File: config.mk
export PLATFORM = sky130hd
export DESIGN_NAME = imu_peak_motion_capture_unit
export DESIGN_NICKNAME = d
export VERILOG_FILES = /design/src/rtl/ipmc_pkg.sv /design/src/rtl/ipmc_mul.sv /design/src/rtl/ipmc_isqrt.sv /design/src/rtl/imu_peak_motion_capture_unit.sv
export SDC_FILE = /design/constraint.sdc
export NUM_CORES = 1
export LEC_CHECK = 0
export BUFFER_PORTS_ARGS = -buffer_cell sky130_fd_sc_hd__buf_4
export CAP_MARGIN = 20
export CELL_PAD_IN_SITES_DETAIL_PLACEMENT = 0
export CELL_PAD_IN_SITES_GLOBAL_PLACEMENT = 1
export CORE_MARGIN = 4
export CORE_UTILIZATION = 45
export DETAILED_ROUTE_END_ITERATION = 8
export PLACE_DENSITY_LB_ADDON = 0.2
export SYNTH_ARGS = -nofsm -noshare
export SYNTH_HDL_FRONTEND = slang
export SYNTH_SLANG_ARGS = --single-unit
export TNS_END_PERCENT = 1
File: constraint.sdc
create_clock -name clk -period 9.7 [get_ports clk]
set_input_delay 1.94 -clock clk [delete_from_list [all_inputs] [get_ports clk]]
set_output_delay 1.94 -clock clk [all_outputs]
set_load 0.05 [all_outputs]
File: src/rtl/ipmc_pkg.sv
// Shared types and constants for the IMU peak motion capture block.
// No dependencies; used by every module under rtl/.
`default_nettype none

package ipmc_pkg;

  localparam int AXES   = 3;
  localparam int AXIS_W = 2;

  localparam int RAW_W = 16;
  localparam int ACC_W = 12;
  localparam int GYR_W = 10;
  localparam int MAG_W = 12;
  localparam int SUM_W = 24;

  // Shared multiplier operand and product widths
  localparam int MUL_A_W = 16;
  localparam int MUL_B_W = 14;
  localparam int PROD_W  = MUL_A_W + MUL_B_W;

  // Accel scale: |raw| * 2000 / 32767, divide by 2^15 then correct by one
  localparam logic [MUL_B_W-1:0] ACCEL_NUM   = 14'd2000;
  localparam logic [RAW_W-1:0]   ACCEL_DEN   = 16'd32767;
  localparam int                 ACCEL_SHIFT = 15;
  localparam int                 ACC_PROD_W  = 26;

  // Gyro scale: |raw| * 7 / 800 = ((|raw| * 7) >> 5) * 10486 >> 18
  localparam logic [MUL_B_W-1:0] GYRO_NUM        = 14'd7;
  localparam logic [MUL_B_W-1:0] GYRO_RECIP      = 14'd10486;
  localparam int                 GYRO_PRE_SHIFT  = 5;
  localparam int                 GYRO_PRE_W      = 18;
  localparam int                 GYRO_POST_SHIFT = 18;

  // Largest magnitude: floor(sqrt(3 * 2000^2))
  localparam logic [MAG_W-1:0] MAG_MAX = 12'd3464;

  localparam int SQRT_STEPS = SUM_W / 2;
  localparam int SQRT_CNT_W = $clog2(SQRT_STEPS);

  typedef struct packed {
    logic               en;
    logic [MUL_A_W-1:0] a;
    logic [MUL_B_W-1:0] b;
  } mul_req_t;

  typedef struct packed {
    logic             start;
    logic [SUM_W-1:0] radicand;
  } sqrt_req_t;

  typedef struct packed {
    logic             done;
    logic [MAG_W-1:0] root;
  } sqrt_rsp_t;

endpackage

`default_nettype wire

File: src/rtl/ipmc_mul.sv
// Shared unsigned multiplier with registered product.
// Depends on ipmc_pkg.
`default_nettype none

module ipmc_mul (
  input  wire logic                       clk,
  input  wire ipmc_pkg::mul_req_t         req,
  output logic [ipmc_pkg::PROD_W-1:0]     prod
);

  always_ff @(posedge clk) begin
    if (req.en) begin
      prod <= {{(ipmc_pkg::PROD_W - ipmc_pkg::MUL_A_W){1'b0}}, req.a} *
              {{(ipmc_pkg::PROD_W - ipmc_pkg::MUL_B_W){1'b0}}, req.b};
    end
  end

endmodule

`default_nettype wire

File: src/rtl/ipmc_isqrt.sv
// Iterative integer square root, two radicand bits per cycle.
// Depends on ipmc_pkg.
`default_nettype none

module ipmc_isqrt (
  input  wire logic                 clk,
  input  wire logic                 rst,
  input  wire ipmc_pkg::sqrt_req_t  req,
  output ipmc_pkg::sqrt_rsp_t       rsp
);

  logic                                busy;
  logic                                done;
  logic [ipmc_pkg::SQRT_CNT_W-1:0]     cnt;
  logic [ipmc_pkg::SUM_W-1:0]          rad;
  logic [ipmc_pkg::MAG_W:0]            rem;
  logic [ipmc_pkg::MAG_W-1:0]          root;

  logic [ipmc_pkg::MAG_W+2:0]          rem_sh;
  logic [ipmc_pkg::MAG_W+2:0]          trial;
  logic [ipmc_pkg::MAG_W+2:0]          diff;
  logic                                take;

  always_comb begin
    rem_sh = {rem, rad[ipmc_pkg::SUM_W-1 -: 2]};
    trial  = {1'b0, root, 2'b01};
    take   = (rem_sh >= trial);
    diff   = rem_sh - trial;
  end

  always_ff @(posedge clk) begin
    if (rst) begin
      busy <= 1'b0;
      done <= 1'b0;
    end else begin
      // Flag the last step; the root is complete on the following cycle
      done <= busy && !req.start &&
              (cnt == ipmc_pkg::SQRT_CNT_W'(ipmc_pkg::SQRT_STEPS - 1));
      if (req.start) begin
        busy <= 1'b1;
        cnt  <= '0;
        rad  <= req.radicand;
        rem  <= '0;
        root <= '0;
      end else if (busy) begin
        rad  <= rad << 2;
        rem  <= take ? diff[ipmc_pkg::MAG_W:0] : rem_sh[ipmc_pkg::MAG_W:0];
        root <= {root[ipmc_pkg::MAG_W-2:0], take};
        cnt  <= cnt + ipmc_pkg::SQRT_CNT_W'(1);
        if (cnt == ipmc_pkg::SQRT_CNT_W'(ipmc_pkg::SQRT_STEPS - 1)) begin
          busy <= 1'b0;
        end
      end
    end
  end

  assign rsp.done = done;
  assign rsp.root = root;

endmodule

`default_nettype wire

File: src/rtl/imu_peak_motion_capture_unit.sv
// Top level of the IMU peak motion capture block: sequencer, held peak.
// Depends on ipmc_pkg, ipmc_mul and ipmc_isqrt.
//
// Use: the input channel (in_valid/in_ready) carries one word per sensor
// sample or report request. op = 0 is a motion sample: all six raw words
// are scaled (accel to milli-g, gyro to deg/s), the accel magnitude is
// taken as an exact integer square root, and a strictly larger magnitude
// latches the six scaled values as the new peak. A sample gives no result.
// op = 1 is a report: the latched six values go out as one word on the
// output channel (out_valid/out_ready) and the peak clears to zero.
// A sample holds in_ready low until the sequencer is idle again, so the block
// takes no new sample before the last is through: one shared multiplier
// stepped over the six axes, then the square root (a start state, 12 steps
// of two radicand bits, and a done flag). A report's word shows on the
// outputs the cycle after the report is accepted.
// A report waits while an earlier report word is still untaken; samples
// are taken meanwhile, so a stalled receiver only blocks reports.
// Reset (rst, synchronous) clears the held peak to zero, drops any pending
// output word and returns the sequencer to idle.
`default_nettype none

module imu_peak_motion_capture_unit (
  input  wire logic                                clk,
  input  wire logic                                rst,
  input  wire logic                                in_valid,
  output logic                                     in_ready,
  input  wire logic                                op,
  input  wire logic signed [ipmc_pkg::RAW_W-1:0]   accel_x_raw,
  input  wire logic signed [ipmc_pkg::RAW_W-1:0]   accel_y_raw,
  input  wire logic signed [ipmc_pkg::RAW_W-1:0]   accel_z_raw,
  input  wire logic signed [ipmc_pkg::RAW_W-1:0]   gyro_x_raw,
  input  wire logic signed [ipmc_pkg::RAW_W-1:0]   gyro_y_raw,
  input  wire logic signed [ipmc_pkg::RAW_W-1:0]   gyro_z_raw,
  output logic                                     out_valid,
  input  wire logic                                out_ready,
  output logic signed [ipmc_pkg::ACC_W-1:0]        peak_accel_x,
  output logic signed [ipmc_pkg::ACC_W-1:0]        peak_accel_y,
  output logic signed [ipmc_pkg::ACC_W-1:0]        peak_accel_z,
  output logic signed [ipmc_pkg::GYR_W-1:0]        peak_gyro_x,
  output logic signed [ipmc_pkg::GYR_W-1:0]        peak_gyro_y,
  output logic signed [ipmc_pkg::GYR_W-1:0]        peak_gyro_z
);

  typedef enum logic [3:0] {
    S_IDLE,
    S_ACC_MUL,
    S_ACC_DIV,
    S_ACC_SQ,
    S_ACC_ADD,
    S_GYR_MUL,
    S_GYR_REC,
    S_GYR_DIV,
    S_ROOT_START,
    S_ROOT_WAIT
  } state_t;

  state_t                               state;
  logic [ipmc_pkg::AXIS_W-1:0]          axis;

  // Captured raw words of the sample in flight
  logic [ipmc_pkg::RAW_W-1:0]           raw_acc [ipmc_pkg::AXES];
  logic [ipmc_pkg::RAW_W-1:0]           raw_gyr [ipmc_pkg::AXES];

  // Scaled values of the sample in flight
  logic signed [ipmc_pkg::ACC_W-1:0]    acc [ipmc_pkg::AXES];
  logic signed [ipmc_pkg::GYR_W-1:0]    gyr [ipmc_pkg::AXES];
  logic [ipmc_pkg::ACC_W-2:0]           amag;
  logic [ipmc_pkg::SUM_W-1:0]           sum;

  // Held peak
  logic signed [ipmc_pkg::ACC_W-1:0]    held_accel [ipmc_pkg::AXES];
  logic signed [ipmc_pkg::GYR_W-1:0]    held_gyro  [ipmc_pkg::AXES];
  logic [ipmc_pkg::MAG_W-1:0]           held_magnitude;

  ipmc_pkg::mul_req_t                   mul_req;
  logic [ipmc_pkg::PROD_W-1:0]          prod;
  ipmc_pkg::sqrt_req_t                  sq_req;
  ipmc_pkg::sqrt_rsp_t                  sq_rsp;

  logic                                 accept;
  logic [ipmc_pkg::RAW_W-1:0]           acc_raw_sel;
  logic [ipmc_pkg::RAW_W-1:0]           gyr_raw_sel;
  logic [ipmc_pkg::ACC_W-2:0]           acc_q0;
  logic [ipmc_pkg::RAW_W-1:0]           acc_rsum;
  logic [ipmc_pkg::ACC_W-2:0]           acc_q;
  logic signed [ipmc_pkg::ACC_W-1:0]    acc_val;
  logic [ipmc_pkg::GYR_W-2:0]           gyr_q;
  logic signed [ipmc_pkg::GYR_W-1:0]    gyr_val;

  function automatic logic [ipmc_pkg::RAW_W-1:0] mag_of(
    input logic [ipmc_pkg::RAW_W-1:0] v
  );
    return v[ipmc_pkg::RAW_W-1] ? (~v + ipmc_pkg::RAW_W'(1)) : v;
  endfunction

  // Reports need the output register free (or emptying); samples do not.
  assign in_ready = (state == S_IDLE) && (!out_valid || out_ready || !op);
  assign accept   = in_valid && in_ready;

  assign acc_raw_sel = raw_acc[axis];
  assign gyr_raw_sel = raw_gyr[axis];

  // Accel divide by 32767: take >> 15, then add one when the remainder
  // p - q0*32767 = p[14:0] + q0 reaches the divisor.
  always_comb begin
    acc_q0   = prod[ipmc_pkg::ACC_PROD_W-1:ipmc_pkg::ACCEL_SHIFT];
    acc_rsum = {1'b0, prod[ipmc_pkg::ACCEL_SHIFT-1:0]} +
               ipmc_pkg::RAW_W'(acc_q0);
    acc_q    = acc_q0 + (ipmc_pkg::ACC_W-1)'(acc_rsum >= ipmc_pkg::ACCEL_DEN);
    acc_val  = acc_raw_sel[ipmc_pkg::RAW_W-1] ? -$signed({1'b0, acc_q})
                                              :  $signed({1'b0, acc_q});
    gyr_q    = prod[ipmc_pkg::GYRO_POST_SHIFT+ipmc_pkg::GYR_W-2:ipmc_pkg::GYRO_POST_SHIFT];
    gyr_val  = gyr_raw_sel[ipmc_pkg::RAW_W-1] ? -$signed({1'b0, gyr_q})
                                              :  $signed({1'b0, gyr_q});
  end

  // Multiplier operand select
  always_comb begin
    mul_req = '0;
    unique case (state)
      S_ACC_MUL: begin
        mul_req.en = 1'b1;
        mul_req.a  = mag_of(acc_raw_sel);
        mul_req.b  = ipmc_pkg::ACCEL_NUM;
      end
      S_ACC_SQ: begin
        mul_req.en = 1'b1;
        mul_req.a  = ipmc_pkg::MUL_A_W'(amag);
        mul_req.b  = ipmc_pkg::MUL_B_W'(amag);
      end
      S_GYR_MUL: begin
        mul_req.en = 1'b1;
        mul_req.a  = mag_of(gyr_raw_sel);
        mul_req.b  = ipmc_pkg::GYRO_NUM;
      end
      S_GYR_REC: begin
        mul_req.en = 1'b1;
        mul_req.a  = ipmc_pkg::MUL_A_W'(
                       prod[ipmc_pkg::GYRO_PRE_W-1:ipmc_pkg::GYRO_PRE_SHIFT]);
        mul_req.b  = ipmc_pkg::GYRO_RECIP;
      end
      default: begin
        mul_req = '0;
      end
    endcase
  end

  assign sq_req.start    = (state == S_ROOT_START);
  assign sq_req.radicand = sum;

  ipmc_mul u_mul (
    .clk  (clk),
    .req  (mul_req),
    .prod (prod)
  );

  ipmc_isqrt u_isqrt (
    .clk (clk),
    .rst (rst),
    .req (sq_req),
    .rsp (sq_rsp)
  );

  always_ff @(posedge clk) begin
    if (rst) begin
      state          <= S_IDLE;
      out_valid      <= 1'b0;
      held_magnitude <= '0;
      for (int i = 0; i < ipmc_pkg::AXES; i++) begin
        held_accel[i] <= '0;
        held_gyro[i]  <= '0;
      end
    end else begin
      // Drop the output word once taken, unless a report refills it
      if (out_valid && out_ready && !(accept && op)) begin
        out_valid <= 1'b0;
      end

      unique case (state)
        S_IDLE: begin
          if (accept) begin
            if (op) begin
              // Report: emit held peak, clear it
              out_valid      <= 1'b1;
              peak_accel_x   <= held_accel[0];
              peak_accel_y   <= held_accel[1];
              peak_accel_z   <= held_accel[2];
              peak_gyro_x    <= held_gyro[0];
              peak_gyro_y    <= held_gyro[1];
              peak_gyro_z    <= held_gyro[2];
              held_magnitude <= '0;
              for (int i = 0; i < ipmc_pkg::AXES; i++) begin
                held_accel[i] <= '0;
                held_gyro[i]  <= '0;
              end
            end else begin
              raw_acc[0] <= accel_x_raw;
              raw_acc[1] <= accel_y_raw;
              raw_acc[2] <= accel_z_raw;
              raw_gyr[0] <= gyro_x_raw;
              raw_gyr[1] <= gyro_y_raw;
              raw_gyr[2] <= gyro_z_raw;
              axis       <= '0;
              sum        <= '0;
              state      <= S_ACC_MUL;
            end
          end
        end
        S_ACC_MUL: begin
          state <= S_ACC_DIV;
        end
        S_ACC_DIV: begin
          acc[axis] <= acc_val;
          amag      <= acc_q;
          state     <= S_ACC_SQ;
        end
        S_ACC_SQ: begin
          state <= S_ACC_ADD;
        end
        S_ACC_ADD: begin
          sum <= sum + ipmc_pkg::SUM_W'(prod[2*(ipmc_pkg::ACC_W-1)-1:0]);
          if (axis == ipmc_pkg::AXIS_W'(ipmc_pkg::AXES - 1)) begin
            axis  <= '0;
            state <= S_GYR_MUL;
          end else begin
            axis  <= axis + ipmc_pkg::AXIS_W'(1);
            state <= S_ACC_MUL;
          end
        end
        S_GYR_MUL: begin
          state <= S_GYR_REC;
        end
        S_GYR_REC: begin
          state <= S_GYR_DIV;
        end
        S_GYR_DIV: begin
          gyr[axis] <= gyr_val;
          if (axis == ipmc_pkg::AXIS_W'(ipmc_pkg::AXES - 1)) begin
            state <= S_ROOT_START;
          end else begin
            axis  <= axis + ipmc_pkg::AXIS_W'(1);
            state <= S_GYR_MUL;
          end
        end
        S_ROOT_START: begin
          state <= S_ROOT_WAIT;
        end
        S_ROOT_WAIT: begin
          if (sq_rsp.done) begin
            // Strictly larger magnitude replaces the peak
            if (sq_rsp.root > held_magnitude) begin
              held_magnitude <= sq_rsp.root;
              for (int i = 0; i < ipmc_pkg::AXES; i++) begin
                held_accel[i] <= acc[i];
                held_gyro[i]  <= gyr[i];
              end
            end
            state <= S_IDLE;
          end
        end
        default: begin
          state <= S_IDLE;
        end
      endcase
    end
  end

`ifndef SYNTHESIS
  a_report_clears: assert property (@(posedge clk) disable iff (rst)
    (accept && op) |=> (out_valid && held_magnitude == '0))
    else $error("report did not raise out_valid and clear the peak");

  a_root_in_wait: assert property (@(posedge clk) disable iff (rst)
    sq_rsp.done |-> (state == S_ROOT_WAIT))
    else $error("square root finished outside the wait state");

  a_sample_starts: assert property (@(posedge clk) disable iff (rst)
    (accept && !op) |=> (state == S_ACC_MUL && sum == '0 && axis == '0))
    else $error("sample did not start the sequencer cleanly");

  a_mag_range: assert property (@(posedge clk) disable iff (rst)
    (state == S_ROOT_WAIT && sq_rsp.done) |-> (sq_rsp.root <= ipmc_pkg::MAG_MAX))
    else $error("magnitude beyond the scaled accel range");
`endif

endmodule

`default_nettype wire
==> summary by stage, run 1 <==
Routing
The number of iterations in the first detailed-routing pass is 5. The detailed router placed about 17000 vias in this run. Wires add up to 62900 um. The number of nets with antenna violations after detailed routing is 0.

The number of DRC markers in iteration 0 is about 900. After detailed routing, the number of vias per cell comes to roughly 5.3. After detailed routing, the average wire length per cell comes to between 15 and 20 um. The final routed DRC violation total is 0.

Status
The flow ran to the end, and the final reports show no timing, DRC or antenna violations.

Pwr
For this design the static power due to leakage is approximately 12 nW. The reported net switching power is between 3 and 4 mW. The share of total power in the clock network is a little under a fifth. The relative contribution of sequential cells to total power is between 30% and 40%. Of the total power, the share spent switching nets is roughly 42%. Cell internal power was estimated by the tool at 5.42 mW.

The relative contribution of combinational cells to total power is about half. The cell area power density is between 300 and 400 nW/um^2. Across the VDD grid, the largest voltage drop is between 400 and 500 uV.

Synth
The largest total area in the synthesized netlist belongs to edfxtp_1. The part of the Yosys area used for sequential elements is roughly 48%. The synthesized design contains approximately 430 register bits. The async set-reset flop share out of synthesis is 0%. The instance count of the mapped netlist is approximately 2200. The number of library cell types mapped by synthesis is between 80 and 90. The portion of synthesized cell area occupied by the leading cell type is 46.8%. The average cell area after synthesis is around 12 sq um.

The total number of yosys warnings is 0. After synthesis, the cell types taking the most area are edfxtp_1, fa_1, ha_1. The mapped netlist covers roughly 26000 sq um. Counting flops with a built-in enable in the synthesized netlist gives between 400 and 500.

The most instantiated flip-flop cell in the synthesis netlist is edfxtp_1.

Cells and area
The final non-filler cell total is around 3200. Cells fill between 50% and 60% of the core in the end. The post-route netlist has roughly 15% of its cells at a drive strength greater than 1. The number of antenna diodes in the final layout is 0. The area growth from synthesis to layout is 14.1%. The finished cells cover 30100 sq um. The count of fill cells added during filler insertion is ~5100.

The final net count is roughly 2800.

Timing
The worst hold slack is 406 ps. The final critical-path share of the clock period is between 80% and 90%. The setup-violating endpoint count in the final report is 0. Setup repair after global routing left no endpoint under its margin. The final hold violation count is 0. Static timing analysis puts the maximum clock frequency at between 100 and 150 MHz.

At the pin with the least slew margin, the transition time is 977 ps. The smallest clock period supported by the final layout is computed as just under 9000 ps. The setup skew after layout is 30.7 ps. The worst pin sits at a relative slew slack of roughly a third.

The final total negative setup slack is 0 ps. The number of max-slew violations in the final report came to 0.

Die
The area enclosed by the die boundary is about 63000 sq um. The width of the die is approximately 250 um. Row generation in the floorplan step produced 88 rows. In this run the count of I/O pins placed on the die edge is 169. Once the floorplan was initialized, standard cells occupied between 40% and 50% of the core.

From bottom edge to top edge, the die measures between 200 and 300 um. The total area inside the core boundary comes to 57900 sq um.

Clocking
The clock sink count is approximately 430. In this run, post-CTS hold repair placed 0 buffers. The CTS H-tree depth is 2. Post-CTS timing repair inserted 0 buffers for setup. The root buffer cell is clkbuf_16. Clock-pin slew was measured on the worst setup and hold paths at about 60 ps. In this run the deepest clock path goes through 3 buffers. Once the clock tree was built, the resizer swapped 0 gates to a different size. The clock latency at the later pin of the worst-skew pair is 610 ps. TritonCTS built the clock tree. In this run, CTS created clock tree buffers numbering 47.

Global routing
Global routing used approximately 20% of the available tracks. The initial antenna violation count was 1. Entering global routing, the biggest net connects between 70 and 80 pins. The via count of the first global-routing pass came to between 15000 and 20000.

The overall overflow remaining after global route is 0. The wire length of the first global-routing pass is 99700 um.

Placed design
After detailed placement, the design holds a cell count of a little over 3000. The placed standard-cell area is 28500 sq um. The detailed-placement wirelength estimate is ~48000 um.

The final weighted congestion of routability-driven global placement is 0.908. The number of port buffers is 168.

Critical path
The type of the setup path with the least slack is flop to flop. For the worst setup path, the data required time is between 10000 and 15000 ps. The type of element launching the critical path is a flop. The endpoint class of the critical path is a flop.

The arrival time at the worst endpoint is 9040 ps. The worst-path maximum fanout is 18.

Min path
The worst hold path belongs to the class flop to flop.

Job
The number of violations of the max-capacitance limit is 0.
==> worst max-delay path, stage by stage, from the launching register on <==
cell	delay, ps
dfxtp_2	600
buf_4	390
mux2i_1	160
o21ai_2	670
o21ai_0	260
xor2_1	220
a221o_1	530
nor2b_1	220
fa_1	510
inv_1	60
fa_1	540
inv_1	60
fa_1	500
inv_1	50
fa_1	480
inv_1	60
fa_1	540
inv_1	70
fa_1	540
inv_1	40
ha_1	360
a21boi_0	290
o21ai_1	120
o21a_1	230
o31ai_1	590
mux2i_1	290
xnor2_1	80
==> cells in the mapped netlist (5+ instances only) <==
| cell | count |
|---|---|
| clkbuf_1 | 49 |
| o21a_1 | 33 |
| a211oi_1 | 9 |
| mux2i_2 | 6 |
| fa_1 | 151 |
| o211ai_1 | 6 |
| dfxtp_1 | 21 |
| nor2_1 | 121 |
| mux2_1 | 5 |
| or3_1 | 8 |
| xor2_1 | 38 |
| buf_2 | 6 |
| ha_1 | 161 |
| or2_2 | 5 |
| and2_1 | 100 |
| nand3b_1 | 5 |
| a21boi_0 | 10 |
| xnor2_1 | 62 |
| nand3_1 | 29 |
| nand4_1 | 27 |
| o31a_1 | 5 |
| o31ai_1 | 8 |
| and3_1 | 22 |
| inv_1 | 261 |
| o21bai_1 | 6 |
| mux2i_1 | 32 |
| buf_6 | 5 |
| nor2b_1 | 25 |
| mux2i_4 | 8 |
| o21ai_0 | 55 |
| a211o_1 | 5 |
| o21ai_1 | 15 |
| nor3_1 | 31 |
| nand2b_1 | 21 |
| a31oi_1 | 12 |
| mux2_2 | 32 |
| nor4_1 | 7 |
| a2111oi_0 | 13 |
| a21o_1 | 31 |
| nand2_1 | 136 |
| edfxtp_1 | 411 |
| a21oi_1 | 103 |
| mux2_4 | 6 |
==> metrics by stage <==
step | worst slack, ps | power, mW
final | 989 | 9.37
after global routing | 382 | 10.2
after CTS | 987 | 9.49
after detailed placement | 1040 | 7.68
after global placement | 1240 | 7.62
after floorplan | 367 | 6.36
==> layout by cell type, fill, tap and decap left out, types with 15 or more instances in the layout <==
master / Yosys / routed
clkbuf_16: 0 / 47
a21oi_1: 103 / 101
o21ai_0: 55 / 55
inv_1: 261 / 261
nor2b_1: 25 / 25
mux2_2: 32 / 32
buf_4: 4 / 190
and3_1: 22 / 21
nand2b_1: 21 / 21
ha_1: 161 / 161
nand4_1: 27 / 27
mux2i_1: 32 / 32
xor2_1: 38 / 38
o21ai_1: 15 / 15
fa_1: 151 / 151
nor2_1: 121 / 120
nor3_1: 31 / 27
edfxtp_1: 411 / 411
a21o_1: 31 / 31
dfxtp_1: 21 / 19
nand3_1: 29 / 29
and2_1: 100 / 100
o21a_1: 33 / 33
nand2_1: 136 / 136
xnor2_1: 62 / 62
==> worst paths after layout <==
kind,cells past startpoint,start,end,slack [ps]
hold reg to reg,0,held_accel[0][27],peak_accel_z[3],410
hold / removal,0,held_accel[0][27],peak_accel_z[3],410
setup reg to reg,26,flop,u_mul.prod[26],990
setup / recovery,26,flop,u_mul.prod[26],990
==> final cells by class <==
cell class / count / area [sq um] / area share (%)
multi-input combinational: 1432 / 12400 / 41.2
sequential: 432 / 12800 / 42.4
clock buffer: 66 / 1330 / 4.41
tap: 765 / 957 / 3.18
clock inverter: 20 / 231 / 0.769
inverter: 266 / 998 / 3.32
timing repair buffer: 190 / 1430 / 4.74
==> registers in the layout, indices dropped and copies added (netlist names), 10 cells and up, named ones only <==
| register | count |
|---|---|
| peak_gyro_x | 10 |
| held_accel | 36 |
| u_mul.prod | 27 |
| amag | 11 |
| held_magnitude | 12 |
| held_gyro | 30 |
| u_isqrt.rad | 24 |
| u_isqrt.root | 12 |
| gyr | 30 |
| peak_gyro_y | 10 |
| peak_accel_y | 12 |
| sum | 24 |
| raw_gyr | 48 |
| acc | 36 |
| peak_accel_z | 12 |
| raw_acc | 48 |
| peak_gyro_z | 10 |
| u_isqrt.rem | 13 |
| peak_accel_x | 12 |
==> routing by layer <==
layer	part of all wire (%)	routed length, um	track usage, %	vias to the layer above
li1	-	-	-	8049
met1	43	27200	26.7	8379
met2	49	31100	34.8	321
met3	4.2	2610	3.18	98
met4	3.1	1970	6.32	0
met5	0	0	0	-
==> kinds of logic after synthesis <==
group                    after synthesis  synth area share [%]
buffers and inverters                333                  4.97
AO/OA/AOI/OAI                        362                  9.21
adder cells (fa/ha/maj)              312                  19.1
multiplexers                          89                  4.13
other                                  2                0.0285
flip-flops                           432                  48.4
XOR/XNOR                             101                  3.38
AND/OR/NAND/NOR                      558                  10.8
==> power by group through the flow <==
| stage | clock (mW) | combinational [mW] | sequential (mW) |
|---|---|---|---|
| 2_1_floorplan | 0 | 3.53 | 2.83 |
| 3_3_place_gp | 0 | 4.67 | 2.94 |
| 3_5_place_dp | 0 | 4.73 | 2.95 |
| 4_1_cts | 1.81 | 4.77 | 2.91 |
| 5_1_grt | 1.89 | 5.38 | 2.94 |
| 6_report | 1.76 | 4.70 | 2.91 |
Note: power is estimated with default switching activity, not from simulation.
==> run 2, diff against run 1 <==
--- a/config.mk
+++ b/config.mk
@@ -9,10 +9,10 @@
 export CAP_MARGIN = 20
 export CELL_PAD_IN_SITES_DETAIL_PLACEMENT = 0
 export CELL_PAD_IN_SITES_GLOBAL_PLACEMENT = 1
-export CORE_MARGIN = 4
 export CORE_UTILIZATION = 45
 export DETAILED_ROUTE_END_ITERATION = 8
 export PLACE_DENSITY_LB_ADDON = 0.2
+export REMOVE_ABC_BUFFERS = 1
 export SYNTH_ARGS = -nofsm -noshare
 export SYNTH_HDL_FRONTEND = slang
 export SYNTH_SLANG_ARGS = --single-unit
==> constraint.sdc (replaced) <==
create_clock -name clk -period 9.7 [get_ports clk]
set_input_delay 1.94 -clock clk [delete_from_list [all_inputs] [get_ports clk]]
set_output_delay 1.94 -clock clk [all_outputs]
set_load 0.1 [all_outputs]
==> summary by stage, run 2 (synthesized netlist as in run 1, its figures left out) <==
Global routing
The initial antenna violation count is 0 (-1). The aggregate global-route resource usage was 21.4% (+1.1 points). The via count of the first global-routing pass was 17700 (+0.0057%). The wire length of the first global-routing pass is 99200 um (-0.54%). The largest net degree at the start of global routing is 68 (-12%). The overall overflow remaining after global route is 0 (unchanged).

Timing
The setup skew after layout is 59.4 ps (+28.8 ps). The setup-violating endpoint count in the final report is 0 (unchanged). The time the final worst path needs with I/O delays and setup is 8680 ps (-33.4 ps).

The number of max-slew violations in the final report is 0 (unchanged). The worst relative slew slack is 29.8% (-4.7 points). The slew of the pin with the lowest slew margin came to 1050 ps (+72.3 ps). Setup repair after global routing left no endpoint under its margin. The final hold violation count came to 0 (unchanged).

The upper clock frequency limit is 115 MHz (+0.39%). The final critical-path share of the clock period is 89.5% (-0.34 points). The final total negative setup slack came to 0 ps (unchanged).

Routing
After detailed routing, no signal wire sits above met4. The total length of routed met3 wires is 1970 um (-25%). The met1 layer wirelength in the final routing is 27400 um (+0.39%). The number of DRC markers in iteration 0 is 877 (-2.3%). The number of nets with antenna violations after detailed routing is 0 (unchanged). The mean number of vias per cell is 5.31 (about the same). The number of iterations in the first detailed-routing pass is 5 (unchanged). The total wirelength of the detailed-routed design was 61500 um (-2.2%). The detail-routed net length per standard cell is 19.4 um (-2.1%). The detailed-route via count is 16800 (-0.15%). The wire length on met2 was 31000 um (-0.22%). The final routed DRC violation total came to 0 (unchanged).

Critical path
The count of cells along the worst register-to-register path is 25 (-3.8%). The number of buffer and inverter stages on the critical path came to 5 (-2). The worst register-to-register path ends at u_mul.prod[26]. The most prevalent standard cell on the critical path is fa_1. The critical path is of the flop to flop type. The maximum cell stage delay along the critical path is 620 ps (-50 ps).

The data required time of the critical path came to 10000 ps (-30 ps). The arrival time at the worst endpoint is 8980 ps (-60 ps). The worst-path maximum fanout is 20 (+2). Grouping stages by cell kind, the critical path spends the most delay in adder cells. The largest individual stage delay along the critical path comes from the cell a221oi_1. The setup slack of the worst register-to-register path is 1020 ps (+30 ps). The endpoint class of the critical path is a flop. STA classifies the critical path startpoint as a flop.

Min path
In this run the most critical hold path is launched from held_gyro[0][19]. The terminating pin of the worst hold path is peak_gyro_y[9]. The worst hold-check path type is flop to flop. The worst hold path cell count is 0 (unchanged).

Die
The area enclosed by the die boundary is 59600 sq um (-4.7%). The starting density of the core is 45.6% (+0.087 points). The row count is 88 (unchanged). The width of the die is 244 um (-2.4%).

The core box area came to 57800 sq um (-0.19%). The number of top-level pins is 169 (unchanged). The chip height is 244 um (-2.4%).

Placed design
The number of port buffers is 168 (unchanged). The final weighted congestion of routability-driven global placement is 0.899 (-1.0%). The detailed-placement wirelength estimate is 47500 um (-1.7%).

Clocking
The count of cells resized by post-cts repair is 0 (unchanged). The CTS H-tree depth is 2 (unchanged). The clock transition at the registers of the reported paths is 60 ps (about the same). The clock latency at the later pin of the worst-skew pair is 610 ps (about the same). TritonCTS built the clock tree. The number of buffers inserted to repair setup after CTS is 0 (unchanged). The root buffer cell is clkbuf_16. The quantity of hold-fixing buffers added after cts is 0 (unchanged). The number of buffers created by CTS is 46 (-2.1%). The clock sink count is 432 (unchanged). The number of buffers on the longest clock path is 3 (unchanged).

Pwr
The cell area power density was 312 nW/um^2 (+0.35%). The worst ir drop on vdd is 456 uV (+5.0%). The leakage power figure came to 12.4 nW (-0.28%). The sum of internal, switching and leakage power is 9.39 mW (+0.20%).

Cells and area
In the layout the commonest cells are edfxtp_1, inv_1, buf_4. In the final layout, the registers with the most flip-flops are raw_acc (48), raw_gyr (48). The count of fill cells added during filler insertion came to 5051 (-1.6%). The share of cells above drive strength 1 is 14.9% (-0.15 points). The signed area change from the synthesized netlist to the final layout is 14.0%. The end-of-flow core utilization came to 52.0% (about the same). The final net count is 2782 (unchanged). The leading cell type in the layout, fill and taps excluded is edfxtp_1.

The number of diodes added for antenna fixing is 0 (unchanged).

Status
The run finished with clean final reports.

Job
The number of violations of the max-capacitance limit is 0 (unchanged).
-- run 2: cell count changes in the layout (fill, tap and decap cells not counted), sizes merged --
| cell | change |
|---|---|
| clkbuf | -11 |
| clkinv | +5 |
| clkinvlp | +2 |
| buf | +1 |
| bufinv | +1 |
-- run 2: worst max-delay path by stage --
stage	to	slack, ps	cells after the start
final	u_mul.prod[26]	1020	25
after global routing	u_mul.prod[26]	430	25
after CTS	u_mul.prod[26]	1030	25
after global placement	u_mul.prod[26]	1250	25
after detailed placement	u_mul.prod[26]	1110	27
after floorplan	raw_acc[0][0]	440	1
-- run 2: worst reg2reg max path, cell delays in order (launching register included) --
cell,delay (ps)
dfxtp_2,540
buf_4,410
mux2_4,350
mux2i_4,200
nand3_1,300
o41ai_2,320
xor2_1,160
a221oi_1,620
a21oi_1,200
fa_1,530
inv_1,50
fa_1,520
inv_1,50
fa_1,530
fa_1,460
fa_1,550
inv_1,60
fa_1,530
inv_1,40
ha_1,410
and4_1,240
o21ai_1,90
o21a_1,240
o31ai_1,610
mux2i_1,290
xnor2_1,90
-- run 2: stage by stage --
stage / cell area, sq um / std cells / hold WS [ps] / setup WS [ps]
floorplan: 26100 / 2130 / 400 / 441
global placement: 28600 / 3085 / 401 / 1250
detailed placement: 28600 / 3085 / 405 / 1110
CTS: 30000 / 3168 / 418 / 1030
global route: 30100 / 3169 / 420 / 429
finish: 30100 / 3169 / 415 / 1020
-- run 2: final cells by class --
| class | instances | area (sq um) | area share (%) |
|---|---|---|---|
| clock buffer | 55 | 1190 | 3.97 |
| clock inverter | 28 | 297 | 0.986 |
| inverter | 266 | 998 | 3.32 |
| multi-input combinational | 1432 | 12400 | 41.3 |
| sequential | 432 | 12800 | 42.5 |
| tap | 765 | 957 | 3.18 |
| timing repair buffer | 191 | 1450 | 4.81 |
-- run 2: power breakdown --
| group | switching, mW | total (mW) | internal [mW] |
|---|---|---|---|
| logic | 2.98 | 4.80 | 1.82 |
| registers | 0.298 | 2.89 | 2.59 |
| clock network | 0.737 | 1.71 | 0.972 |
-- run 2: metal layers --
metal,vias to the layer above,track usage (%)
li1,8042,-
met1,8423,28.6
met2,279,36.9
met3,77,2.50
met4,0,5.39
met5,-,0
